--- src/sv/srvm_pkg.sv ---
// Shared opcodes, fault codes and controller command types for the VM executor.
package srvm_pkg;

  localparam logic [4:0] OP_POP   = 5'd0;
  localparam logic [4:0] OP_PUSH  = 5'd1;
  localparam logic [4:0] OP_ADD   = 5'd2;
  localparam logic [4:0] OP_MUL   = 5'd3;
  localparam logic [4:0] OP_SUB   = 5'd4;
  localparam logic [4:0] OP_DIV   = 5'd5;
  localparam logic [4:0] OP_ADDI  = 5'd6;
  localparam logic [4:0] OP_MULI  = 5'd7;
  localparam logic [4:0] OP_SUBI  = 5'd8;
  localparam logic [4:0] OP_DIVI  = 5'd9;
  localparam logic [4:0] OP_LOAD  = 5'd10;
  localparam logic [4:0] OP_LOADI = 5'd11;
  localparam logic [4:0] OP_MOV   = 5'd12;
  localparam logic [4:0] OP_JMP   = 5'd13;
  localparam logic [4:0] OP_JMPC  = 5'd14;
  localparam logic [4:0] OP_COM   = 5'd15;
  localparam logic [4:0] OP_NEG   = 5'd16;
  localparam logic [4:0] OP_CALL  = 5'd17;
  localparam logic [4:0] OP_RET   = 5'd18;
  localparam logic [4:0] OP_PRINT = 5'd19;
  localparam logic [4:0] OP_EQ    = 5'd20;
  localparam logic [4:0] OP_NEQ   = 5'd21;
  localparam logic [4:0] OP_CLR   = 5'd22;
  localparam logic [4:0] OP_SET   = 5'd23;
  localparam logic [4:0] OP_ST    = 5'd24;
  localparam logic [4:0] OP_INC   = 5'd25;
  localparam logic [4:0] OP_DEC   = 5'd26;
  localparam logic [4:0] OP_JMPBC = 5'd27;
  localparam logic [4:0] OP_SIS   = 5'd28;
  localparam logic [4:0] OP_HALT  = 5'd29;

  localparam logic [2:0] F_NONE  = 3'd0;
  localparam logic [2:0] F_DIVZ  = 3'd1;
  localparam logic [2:0] F_UNDER = 3'd2;
  localparam logic [2:0] F_OVER  = 3'd3;
  localparam logic [2:0] F_INDEX = 3'd4;

  // Commands from the controller to the datapath.
  typedef struct packed {
    logic read;      // read register operands and memories for the held item
    logic exec;      // evaluate and commit a single-step instruction
    logic div_start; // load the divider
    logic div_step;  // one quotient bit
    logic div_done;  // write the quotient back
    logic save_step; // copy one frame word (register, status or pc) into the call frame
    logic save_done; // raise the call depth, load pc, enter the callee
    logic rest_rd;   // read one frame word
    logic rest_step; // restore one register, or latch the status word
    logic rest_done; // restore status and pc
  } srvm_cmd_t;

  // Status from the datapath to the controller.
  typedef struct packed {
    logic is_div;
    logic is_call;
    logic is_ret;
    logic last;      // the current iteration is the final one
  } srvm_stat_t;

endpackage

--- src/sv/srvm_ctrl.sv ---
// Controller state machine of the VM executor.
module srvm_ctrl
  import srvm_pkg::*;
(
  input  logic       clk,
  input  logic       rst,
  input  logic       in_valid,
  output logic       in_ready,
  output logic       out_valid,
  input  logic       out_ready,
  input  srvm_stat_t stat,
  output srvm_cmd_t  cmd
);

  localparam logic [3:0] S_IDLE = 4'd0;
  localparam logic [3:0] S_READ = 4'd1;
  localparam logic [3:0] S_EXEC = 4'd2;
  localparam logic [3:0] S_DIV  = 4'd3;
  localparam logic [3:0] S_DIVW = 4'd4;
  localparam logic [3:0] S_SAVE = 4'd5;
  localparam logic [3:0] S_RRD  = 4'd6;
  localparam logic [3:0] S_RST  = 4'd7;
  localparam logic [3:0] S_RFIN = 4'd8;

  logic [3:0] state, state_next;
  logic       ovalid, ovalid_next;

  // The result register frees as the next item is taken, so idle means ready once the result is gone or leaving.
  assign in_ready  = (state == S_IDLE) && (!ovalid || out_ready);
  assign out_valid = ovalid;

  always_comb begin
    state_next  = state;
    ovalid_next = ovalid && !out_ready;
    cmd = '0;
    case (state)
      S_IDLE: if (in_valid && in_ready) state_next = S_READ;
      S_READ: begin
        cmd.read = 1'b1;
        state_next = S_EXEC;
      end
      S_EXEC: begin
        if (stat.is_div) begin
          cmd.div_start = 1'b1;
          state_next = S_DIV;
        end else if (stat.is_call) begin
          state_next = S_SAVE;
        end else if (stat.is_ret) begin
          state_next = S_RRD;
        end else begin
          cmd.exec = 1'b1;
          ovalid_next = 1'b1;
          state_next = S_IDLE;
        end
      end
      S_DIV: begin
        cmd.div_step = 1'b1;
        if (stat.last) state_next = S_DIVW;
      end
      S_DIVW: begin
        cmd.div_done = 1'b1;
        ovalid_next = 1'b1;
        state_next = S_IDLE;
      end
      S_SAVE: begin
        cmd.save_step = 1'b1;
        if (stat.last) begin
          cmd.save_done = 1'b1;
          ovalid_next = 1'b1;
          state_next = S_IDLE;
        end
      end
      S_RRD: begin
        cmd.rest_rd = 1'b1;
        state_next = S_RST;
      end
      S_RST: begin
        cmd.rest_step = 1'b1;
        cmd.rest_rd = 1'b1;
        if (stat.last) state_next = S_RFIN;
      end
      S_RFIN: begin
        cmd.rest_done = 1'b1;
        ovalid_next = 1'b1;
        state_next = S_IDLE;
      end
      default: state_next = S_IDLE;
    endcase
  end

  always_ff @(posedge clk) begin
    if (rst) begin
      state  <= S_IDLE;
      ovalid <= 1'b0;
    end else begin
      state  <= state_next;
      ovalid <= ovalid_next;
    end
  end

  a_one_result: assert property (@(posedge clk) disable iff (rst)
    (state == S_EXEC && !stat.is_div && !stat.is_call && !stat.is_ret) |=> ovalid)
    else $error("single-step instruction gave no result");
  a_no_accept_busy: assert property (@(posedge clk) disable iff (rst)
    (state != S_IDLE) |-> !in_ready)
    else $error("item accepted while busy");
  a_read_follows: assert property (@(posedge clk) disable iff (rst)
    (in_valid && in_ready) |=> state == S_READ)
    else $error("accepted item not read");

endmodule

--- config.mk ---
export PLATFORM = sky130hd
export DESIGN_NAME = srvm_ctrl
export DESIGN_NICKNAME = d
export VERILOG_FILES = /design/src/sv/srvm_pkg.sv /design/src/sv/srvm_ctrl.sv
export SDC_FILE = /design/constraint.sdc
export NUM_CORES = 1
export LEC_CHECK = 0
export BUFFER_PORTS_ARGS = -buffer_cell sky130_fd_sc_hd__buf_2
export CAP_MARGIN = 20
export CORE_AREA = 3 3 40 42
export DETAILED_ROUTE_END_ITERATION = 6
export DIE_AREA = 0 0 43 45
export PLACE_DENSITY_LB_ADDON = 0.05
export SETUP_SLACK_MARGIN = 0.05
export SLEW_MARGIN = 20
export SYNTH_ARGS = -nofsm -noshare
export SYNTH_HDL_FRONTEND = slang
export SYNTH_SLANG_ARGS = --single-unit
export TNS_END_PERCENT = 20
--- constraint.sdc ---
create_clock -name clk -period 1.92 [get_ports clk]
set_input_delay 0.192 -clock clk [delete_from_list [all_inputs] [get_ports clk]]
set_output_delay 0.192 -clock clk [all_outputs]
set_load 0.005 [all_outputs]
-- Word-level counts from Yosys, hierarchy flattened
Index checks and enable logic that the tools add are counted.
- equality and inequality tests: 12
- mux-type cells: 26
- reduce and logical (&&, ||, !) cells: 10
- operators by type and width (cell ; count):
    4-bit case mux with 7 select lines ; 1
    4-bit two-way mux ; 6
    4-bit by 3-bit equality test with 1-bit output, second input constant ; 4
    1-bit two-way mux ; 15
    4-bit by 2-bit equality test with 1-bit output, second input constant ; 2
    2-bit != test, second input constant ; 3
    4-bit by 1-bit equality test with 1-bit output, second input constant ; 1
    4-bit equality test, second input constant ; 1
    4-bit zero test ; 1
    2-bit two-way mux ; 2
    4-bit AND reduction ; 1
    2-bit OR reduction ; 2
    1-bit logical AND ; 3
    3-bit two-way mux ; 1
    1-bit case mux with 3 select lines ; 1
    1-bit zero test ; 2
    2-bit by 1-bit != test with 1-bit output, second input constant ; 1
    1-bit logical OR ; 1
- flip-flop bits (word level): 5
- input bits: 8
- output and inout port bits: 12
- word-level logic and storage cells: 50

-- Logic depth before layout (Yosys ltp)
Gate-level depths: netlist (run 1).
- depth after elaboration: 6
- gate-level depth with buffers: 5

-- Worst setup path before layout (run 1)
Ideal clock, no wire load.
- path kind: register to register
- start point: register state[3]
- end point: register state[2]
- setup time: 79 ps
- arrival time: 1343 ps
- path slack: 498 ps
- cell stages (with the launch flop): 6
- path buffers: 1
- cell sequence: dfxtp_1 -> buf_6 -> or4b_4 -> nor3_2 -> nor2_1 -> a211oi_2
- word-level cells in the longest chain between the ends: 5
- elaborated cells between the ends (all ways): 15
- RTL lines (what ; line ; source):
    from (decl) ; srvm_ctrl.sv:25 ; logic [3:0] state, state_next;
    from (signal assigned) ; srvm_ctrl.sv:96 ; state <= state_next;
    4-bit zero test ; srvm_ctrl.sv:29, srvm_ctrl.sv:36 ;
    1-bit logical AND ; srvm_ctrl.sv:29 ; assign in_ready = (state == S_IDLE) && (!ovalid || out_ready);
    1-bit logical AND ; srvm_ctrl.sv:37 ; S_IDLE: if (in_valid && in_ready) state_next = S_READ;
    2-bit by 1-bit != test with 1-bit output (no line) ; n/a ;
    4-bit AND reduction (no line) ; n/a ;
Several ways; a longest one is shown, not always the timed one.
A chain may end at the register's enable or synchronous reset.

==> flow_summary_export.csv, run 1 <==
group,metric,value,unit
status,status,"completed",
timing,worst_pin_slew,0.341,ns
placed_design,hpwl,933,um
hold_path,min_to,"state[1]",
hold_path,hold_start,"rst",
synthesis,synth_edf_count,0,
route,route.detailed.wl_per_inst,13.2,um
global_routing,first_global_vias,466,
route,drtAntennaViolNets,0,
pwr,power_density,1350,nW/um^2
pwr,leakage,0.000269,uW
floorplan,die_y,45,um
critical_path,crit_buf_inv,1,
clock_tree,clk_latency,0.24,ns
synthesis,synthesis.nets,62,
synthesis,synth_most_common_cell,"nor2_1",
critical_path,worstSetupStartpointType,"flop",
clock_tree,root_buffer,"clkbuf_4",
synthesis,synth_top_cell_by_area,"dfxtp_1",
synthesis,ys_ff_latch,5,
final_layout,stdcell_count,90,
timing,finalHoldViolations,0,
route,vias,469,
global_routing,grt_max_degree,12,
clock_tree,clk_path_buf_depth,2,
clock_tree,cts_buffers,3,
critical_path,reg2reg_depth,4,
critical_path,worst_path_largest_cell_delay,0.52,ns
clock_tree,cts_setup_buffers,0,
route,routed_wl,1190,um
placed_design,port_buffers,19,
critical_path,crit_type,"reg -> out",
critical_path,rrSetupSlack,0.42,ns
route,vias_per_cell,5.21,
critical_path,worst-endpoint-required,1.73,ns
timing,rsz0062_at_grt,"false",
timing,maxSlewHeadroom,77.2,%
placed_design,place.gp.congestion,0.786,
synthesis,syn-instance-count,54,
synthesis,ys.flop_type,"dfxtp_1",
floorplan,dieArea,1940,sq um
synthesis,ys_types,30,
final_layout,drive_above_1_share,45.3,%
clock_tree,htree_levels,1,
synthesis,async_flop_share,0,%
timing,finalCritPeriodShare,92.3,%
synthesis,synthTopCellsByArea,"dfxtp_1, nor2_1, a2111oi_4",
final_layout,area_delta_synth_final,27.9,%
critical_path,crit_chain,"or4b_4 -> nor4_2 -> buf_2",
route,drt_first_pass_iters,2,
placed_design,placedCellCount,86,
critical_path,arrival,1.58,ns
timing,fmax,565,MHz
global_routing,grtUsageTotal,14.3,%
synthesis,yosys_warnings,0,
critical_path,crit_family,"simple AND/OR/NAND/NOR gates",
clock_tree,clkTransAtPathRegs,0.04,ns
hold_path,min_path_cells,2,
pwr,irDropWorstVdd,542,uV
critical_path,timing.rr.end,"state[2]",
route,drt_iter0_markers,3,
global_routing,grt-ovfl-total,0,
timing,skew,0.00176,ns
global_routing,grt_first_pass_wirelength,2080,um
synthesis,yosysSeqAreaShare,22.3,%
synthesis,netlist_area,448,sq um
synthesis,synth.top_cell.area_share,22.3,%
floorplan,initial_core_util,34.9,%
timing,hold_ws,0.153,ns
critical_path,endpoint_kind,"primary output",
floorplan,num_rows,13,
timing,setup_viol,0,
synthesis,ys_top_cells_by_count,"nor2_1, dfxtp_1, and3_1, nand2b_1",
timing,fin_tns_setup,0,ns
synthesis,syn_area_per_cell,8.30,sq um
run,drv_cap,0,
final_layout,finalNetCount,84,
clock_tree,clkSinkCount,5,
floorplan,ios,20,
clock_tree,cts_tree,"built",
critical_path,r2r_start,"state[1]",
route,drc,0,
critical_path,cp_max_fo,8,
timing,drv_slew,0,
floorplan,die_w,43,um
hold_path,hold_path_class,"in -> reg",
timing,fin_crit,1.77,ns
global_routing,antenna_found_initial,0,
final_layout,n_antenna_cell,0,
critical_path,crit_slowest_cell,"or4b_4",
floorplan,coreArea,1280,sq um
-- state kept, by name, summed over array words and instances (netlist names) --
signal	count
state	4
out_valid	1
-- cell families after synthesis --
family,synth area share (%)
simple gates,41.3
compound gates,28.2
flops,22.3
buf+inv,6.14
xor+xnor,1.96
-- what timing repair did --
item                       4_1_cts  5_1_grt
hold buffers                     0        0
setup endpoints to repair        0        1
resized for setup                0        1
-- metal layers --
metal	part of all wire (%)	track usage, %
met3	5.4	3.98
met5	0	0
met2	44	20.4
met4	1.7	9.04
met1	48	19.0
-- where the power goes --
group	internal [uW]	leakage, uW	switching (uW)	total (uW)
Combinational	206	0.000213	222	427
Clock	78.6	0.0000150	43.6	122
Sequential	142	0.0000414	80.6	222
Total	426	0.000269	346	772
-- placed cells by master, fill, tap and decap left out, types with 2 or more instances in the layout --
cell type,synthesis,layout
and3_1,4,4
nand2_1,2,2
and2_1,2,2
nand2b_1,3,3
inv_1,2,2
a211oi_2,2,2
nor3_2,2,2
buf_2,1,19
nor2_1,10,10
nor3_1,2,2
dfxtp_1,5,4
clkbuf_4,0,3
-- worst max path at each step --
stage               startpoint        to  slack (ns)  depth (start not counted)
finish                state[1]    cmd[8]        0.15                          3
global route          state[1]    cmd[8]        0.08                          3
detailed placement    state[2]    cmd[8]        0.37                          3
CTS                   state[2]    cmd[8]        0.10                          3
floorplan             state[3]  state[2]        0.50                          5
global placement      state[2]    cmd[8]        0.40                          3
-- layout make-up --
cell class,instances,area (sq um)
fill,141,712
clock buffer,4,26.3
multi-input combinational,44,320
sequential,5,101
tap,15,18.8
timing repair buffer,19,95.1
inverter,3,11.3
-- through the flow --
step           instance area [sq um]  worst slack (ns)  total power [uW]  utilization [%]
2_1_floorplan                    448             0.498               520                -
3_3_place_gp                     546             0.396               657             42.5
3_5_place_dp                     546             0.368               646             42.5
4_1_cts                          572             0.103               773             44.5
5_1_grt                          573            0.0800               845             44.6
6_report                         573             0.149               772             44.6
-- worst reg2reg max path, cell delays in order (launching register included) --
cell and delay (ns):
dfxtp_1 0.47, or4b_4 0.52, nor3_2 0.16, nor2_1 0.07, a211oi_2 0.20
Power figures use the tool's default switching activity.
==> run 2, diff against run 1 <==
==> constraint.sdc (replaced) <==
create_clock -name clk -period 1.92 [get_ports clk]
set_input_delay 0.288 -clock clk [delete_from_list [all_inputs] [get_ports clk]]
set_output_delay 0.288 -clock clk [all_outputs]
set_load 0.005 [all_outputs]
==> run 2 against run 1 <==
Sequential power is 13% lower. Critical path depth stayed put. Die area stayed put. First-iteration DRC count is 33% higher. Wire length is 3.8% higher. Largest cell class unchanged. Largest power group unchanged. Highest routed layer unchanged.
==> flow_summary_export.csv, run 2 (synthesis gave the netlist of run 1 again) <==
group,metric,value,unit
clock_tree,clk_path_buf_depth,2,
timing,drv_slew,0,
clock_tree,clkTransAtPathRegs,0.05,ns
status,status,"completed",
timing,finalCritPeriodShare,94.4,%
global_routing,grt_max_degree,11,
placed_design,place.gp.congestion,0.736,
critical_path,rrSetupSlack,0.47,ns
floorplan,die_w,43,um
route,drtAntennaViolNets,0,
critical_path,worst-endpoint-required,1.63,ns
floorplan,ios,20,
floorplan,initial_core_util,34.9,%
pwr,irDropWorstVdd,573,uV
clock_tree,cts_buffers,3,
final_layout,fillers,133,
placed_design,port_buffers,19,
timing,worst_pin_slew,0.325,ns
clock_tree,cts_hold_buf,0,
timing,setup_viol,0,
clock_tree,cts_tree,"built",
floorplan,coreArea,1280,sq um
placed_design,pre_cts_ws,0.325,ns
hold_path,hold_path_class,"in -> reg",
route,drc,0,
global_routing,first_global_vias,505,
critical_path,crit_type,"reg -> out",
timing,finalHoldViolations,0,
pwr,p_sw,359,uW
global_routing,grt-ovfl-total,0,
pwr,p_int,441,uW
clock_tree,clkSinkCount,5,
clock_tree,cts_setup_buffers,0,
critical_path,endpoint_kind,"primary output",
clock_tree,htree_levels,1,
floorplan,num_rows,13,
placed_design,hpwl,967,um
global_routing,grtUsageTotal,15.5,%
route,drt_first_pass_iters,4,
hold_path,hold_start,"rst",
route,vias,490,
critical_path,timing.rr.end,"state[2]",
final_layout,n_antenna_cell,0,
run,drv_cap,0,
route,routed_wl,1230,um
timing,fmax,552,MHz
critical_path,reg2reg_depth,4,
final_layout,drive_above_1_share,48.7,%
critical_path,r2r_start,"state[3]",
global_routing,grt_first_pass_wirelength,2170,um
timing,rsz0062_at_grt,"true",
pwr,sequentialPowerShare,24.2,%
critical_path,cp_max_fo,9,
clock_tree,clk_latency,0.25,ns
clock_tree,cts_resized,1,
pwr,swShare,44.9,%
route,route.detailed.wl_per_inst,13.6,um
floorplan,die_y,45,um
final_layout,area_delta_synth_final,32.1,%
pwr,power_density,1350,nW/um^2
final_layout,finalNetCount,85,
timing,fin_ws,0.108,ns
pwr,combPwrFrac,59.8,%
hold_path,min_path_cells,2,
final_layout,largest_reg_flops,4,
pwr,pwr-share-clk,16.0,%
hold_path,min_to,"state[1]",
final_layout,regMostFlops,"state",
route,drt_iter0_markers,4,
final_layout,layout_common_cells,"buf_2, nor2_1, and3_1",
floorplan,dieArea,1940,sq um
timing,fin_crit,1.81,ns
pwr,leakage,0.000277,uW
clock_tree,root_buffer,"clkbuf_4",
critical_path,worstSetupStartpointType,"flop",
final_layout,layout_commonest_cell,"buf_2",
timing,fin_tns_setup,0,ns
timing,skew,0.00233,ns
global_routing,antenna_found_initial,0,
timing,maxSlewHeadroom,78.0,%
route,vias_per_cell,5.38,
critical_path,arrival,1.52,ns
## run 2: cell types whose count changed in the layout (fill, tap and decap cells not counted)
cell     delta
dfxtp_1     -2
nor4_2      -1
dfxtp_2     +2
nor4_4      +1
buf_4       +1
## run 2: power by group through the flow
| stage | registers (uW) | clock network [uW] | logic, uW |
|---|---|---|---|
| floorplan | 181 | 0 | 339 |
| global placement | 191 | 0 | 483 |
| CTS | 189 | 133 | 478 |
| global route | 199 | 137 | 534 |
| finish | 194 | 128 | 479 |
| detailed placement | 191 | 0 | 471 |
## run 2: routing by layer
metal	vias to the layer above	GRT usage, %	wire length, um
met5	-	0	0
met1	221	16.4	523
li1	243	-	-
met4	0	10.8	29
met3	4	5.18	84
met2	22	26.0	596
## run 2: worst max path at each step
stage / from / to / slack (ns)
4_1_cts: state[3] / cmd[8] / 0.07
5_1_grt: state[3] / cmd[8] / 0.05
6_report: state[3] / cmd[8] / 0.11
3_5_place_dp: state[3] / cmd[8] / 0.32
3_3_place_gp: state[3] / cmd[8] / 0.36
2_1_floorplan: state[3] / cmd[8] / 0.48
## run 2: area by class of cell
| cell class | instances | area, sq um | share of cell area, % |
|---|---|---|---|
| clock buffer | 4 | 26.3 | 4.44 |
| inverter | 3 | 11.3 | 1.90 |
| multi-input combinational | 44 | 329 | 55.6 |
| sequential | 5 | 104 | 17.5 |
| tap | 15 | 18.8 | 3.17 |
| timing repair buffer | 20 | 103 | 17.3 |
## run 2: through the flow
step | instances | area (sq um) | hold WS [ns] | util [%] | total power (uW)
global route | 91 | 592 | 0.231 | 46.1 | 870
finish | 91 | 592 | 0.225 | 46.1 | 800
detailed placement | 87 | 553 | 0.490 | 43.0 | 662
global placement | 87 | 553 | 0.495 | 43.0 | 673
CTS | 91 | 588 | 0.226 | 45.8 | 801
floorplan | 54 | 448 | 0.354 | - | 520
## run 2: critical path: stages, from the launching register on
cell and delay (ns):
dfxtp_2 0.36, or4b_4 0.57, nor4_4 0.18, buf_2 0.16
==> run 3, diff against run 2 <==
--- a/config.mk
+++ b/config.mk
@@ -7,9 +7,11 @@
 export LEC_CHECK = 0
 export BUFFER_PORTS_ARGS = -buffer_cell sky130_fd_sc_hd__buf_2
 export CAP_MARGIN = 20
-export CORE_AREA = 3 3 40 42
+export CORE_MARGIN = 3
+export CORE_UTILIZATION = 25
+export CTS_CLUSTER_SIZE = 40
 export DETAILED_ROUTE_END_ITERATION = 6
-export DIE_AREA = 0 0 43 45
+export GPL_TIMING_DRIVEN = 0
 export PLACE_DENSITY_LB_ADDON = 0.05
 export SETUP_SLACK_MARGIN = 0.05
 export SLEW_MARGIN = 20
==> run 3 against run 2 <==
Wire length decreased by 2.3%. Clock-buffer cell count did not move. Sequential power grew 2%. Largest cell class unchanged. Fmax is 3.4% lower. Register-to-register slack worse by 0.07 ns. Global-route usage down 4.3 points. Non-clock buffer count rose by 1. Critical path depth increased by 1. Core utilization decreased by 7.8 points. Via count down 5.9%. Power decreased by 2.3%. Worst setup slack got worse by 0.064 ns.
==> flow_summary_export.csv, run 3 (synthesis gave the netlist of run 1 again) <==
group,metric,value,unit
timing,drv_slew,0,
critical_path,startpoint,"state[3]",
final_layout,stdcell_count,101,
timing,finalCritPeriodShare,97.8,%
global_routing,grtUsageTotal,11.2,%
floorplan,die_y,48.3,um
critical_path,worstSetupStartpointType,"flop",
route,drc,0,
critical_path,arrival,1.59,ns
route,vias_per_cell,4.56,
status,status,"completed",
timing,finalHoldViolations,0,
placed_design,pre_cts_ws,0.249,ns
critical_path,crit_type,"reg -> out",
global_routing,grt_max_degree,11,
global_routing,grt-ovfl-total,0,
clock_tree,cts_setup_buffers,0,
clock_tree,clk_latency,0.24,ns
hold_path,hold_path_class,"in -> reg",
critical_path,cp_max_fo,9,
global_routing,first_global_vias,454,
timing,rsz0062_at_grt,"true",
clock_tree,cts_buffers,3,
pwr,irDropWorstVdd,586,uV
timing,fmax,533,MHz
route,drtAntennaViolNets,0,
final_layout,n_antenna_cell,0,
clock_tree,clkSinkCount,5,
timing,fin_tns_setup,0,ns
route,routed_wl,1210,um
final_layout,layout_commonest_cell,"buf_2",
critical_path,endpoint_kind,"primary output",
clock_tree,cts_tree,"built",
final_layout,layout_common_cells,"buf_2, nor2_1, and3_1, dfxtp_1",
floorplan,initial_core_util,28.1,%
route,vias,461,
pwr,finalPower,781,uW
critical_path,r2r_start,"state[3]",
critical_path,crit_slowest_cell,"or4b_4",
floorplan,coreArea,1590,sq um
global_routing,antenna_found_initial,0,
floorplan,dieArea,2340,sq um
critical_path,worst-endpoint-required,1.63,ns
placed_design,hpwl,948,um
floorplan,die_w,48.3,um
global_routing,grt_first_pass_wirelength,2030,um
pwr,power_density,1280,nW/um^2
clock_tree,htree_levels,1,
route,drt_iter0_markers,7,
placed_design,port_buffers,19,
hold_path,hold_start,"rst",
final_layout,drive_above_1_share,46.8,%
final_layout,largest_reg_flops,4,
route,drt_first_pass_iters,4,
placed_design,placedCellCount,97,
final_layout,finalNetCount,86,
final_layout,final_area,609,sq um
timing,maxSlewHeadroom,77.0,%
clock_tree,cts_hold_buf,0,
timing,fin_ws,0.0430,ns
timing,worst_pin_slew,0.340,ns
critical_path,worst_path_largest_cell_delay,0.56,ns
clock_tree,clkTransAtPathRegs,0.04,ns
placed_design,place.gp.congestion,0.726,
critical_path,crit_chain,"buf_6 -> or4b_4 -> nor4_4 -> buf_2",
final_layout,area_delta_synth_final,36.0,%
final_layout,regMostFlops,"state",
timing,setup_viol,0,
timing,fin_crit,1.88,ns
pwr,leakage,0.000282,uW
floorplan,num_rows,14,
run,drv_cap,0,
clock_tree,clk_path_buf_depth,2,
placed_design,dpl_cell_area,573,sq um
clock_tree,root_buffer,"clkbuf_4",
floorplan,ios,20,
route,route.detailed.wl_per_inst,11.9,um
timing,skew,0.00258,ns
[run 3: changes by cell type in the layout (fill, tap and decap cells not counted), sizes merged]
cell  delta
buf      +1
[run 3: cell type report]
cell class / count / area, sq um
fillers: 181 / 985
plain buffers: 2 / 16.3
flip-flops and latches: 5 / 101
multi-input cells: 44 / 329
well taps: 24 / 30.0
repair buffers: 19 / 95.1
clock buffers: 4 / 26.3
inverters: 3 / 11.3
[run 3: layer usage]
layer / wire, um / global-route usage, % / share of wire, % / vias to the layer above
li1: - / - / - / 245
met4: 0 / 7.11 / 0 / 0
met3: 45 / 3.07 / 3.7 / 0
met2: 595 / 16.7 / 49 / 7
met1: 564 / 14.0 / 47 / 209
met5: 0 / 0 / 0 / -
[run 3: final timing paths]
path	slack, ns	to	cells past startpoint
worst max-delay path	0.04	cmd[8]	4
worst min register to register	0.67	state[1]	2
worst min-delay path	0.24	state[1]	2
worst max register to register	0.40	state[2]	5
[run 3: power breakdown]
group	leakage (uW)	total (uW)	switching (uW)	internal [uW]
clock	0.0000150	117	38.8	78.3
combinational	0.000226	467	254	213
sequential	0.0000414	198	55.5	142
[run 3: repair_timing]
action / CTS / global route
hold endpoints to repair: 0 / 0
endpoints found under the setup margin: 1 / 1
gates resized for setup: 2 / 0
[run 3: worst max-delay path: cells and delay by family (launching register included)]
kind,cells,cell delay [ns]
buffers and inverters,2,0.30
flip-flops,1,0.30
AND/OR/NAND/NOR,2,0.76
[run 3: metrics by stage]
| step | util [%] | hold slack (ns) |
|---|---|---|
| 5_1_grt | 38.2 | 0.240 |
| 4_1_cts | 38.2 | 0.226 |
| 2_1_floorplan | - | 0.354 |
| 3_5_place_dp | 35.9 | 0.494 |
| 6_report | 38.2 | 0.237 |
| 3_3_place_gp | 35.9 | 0.493 |
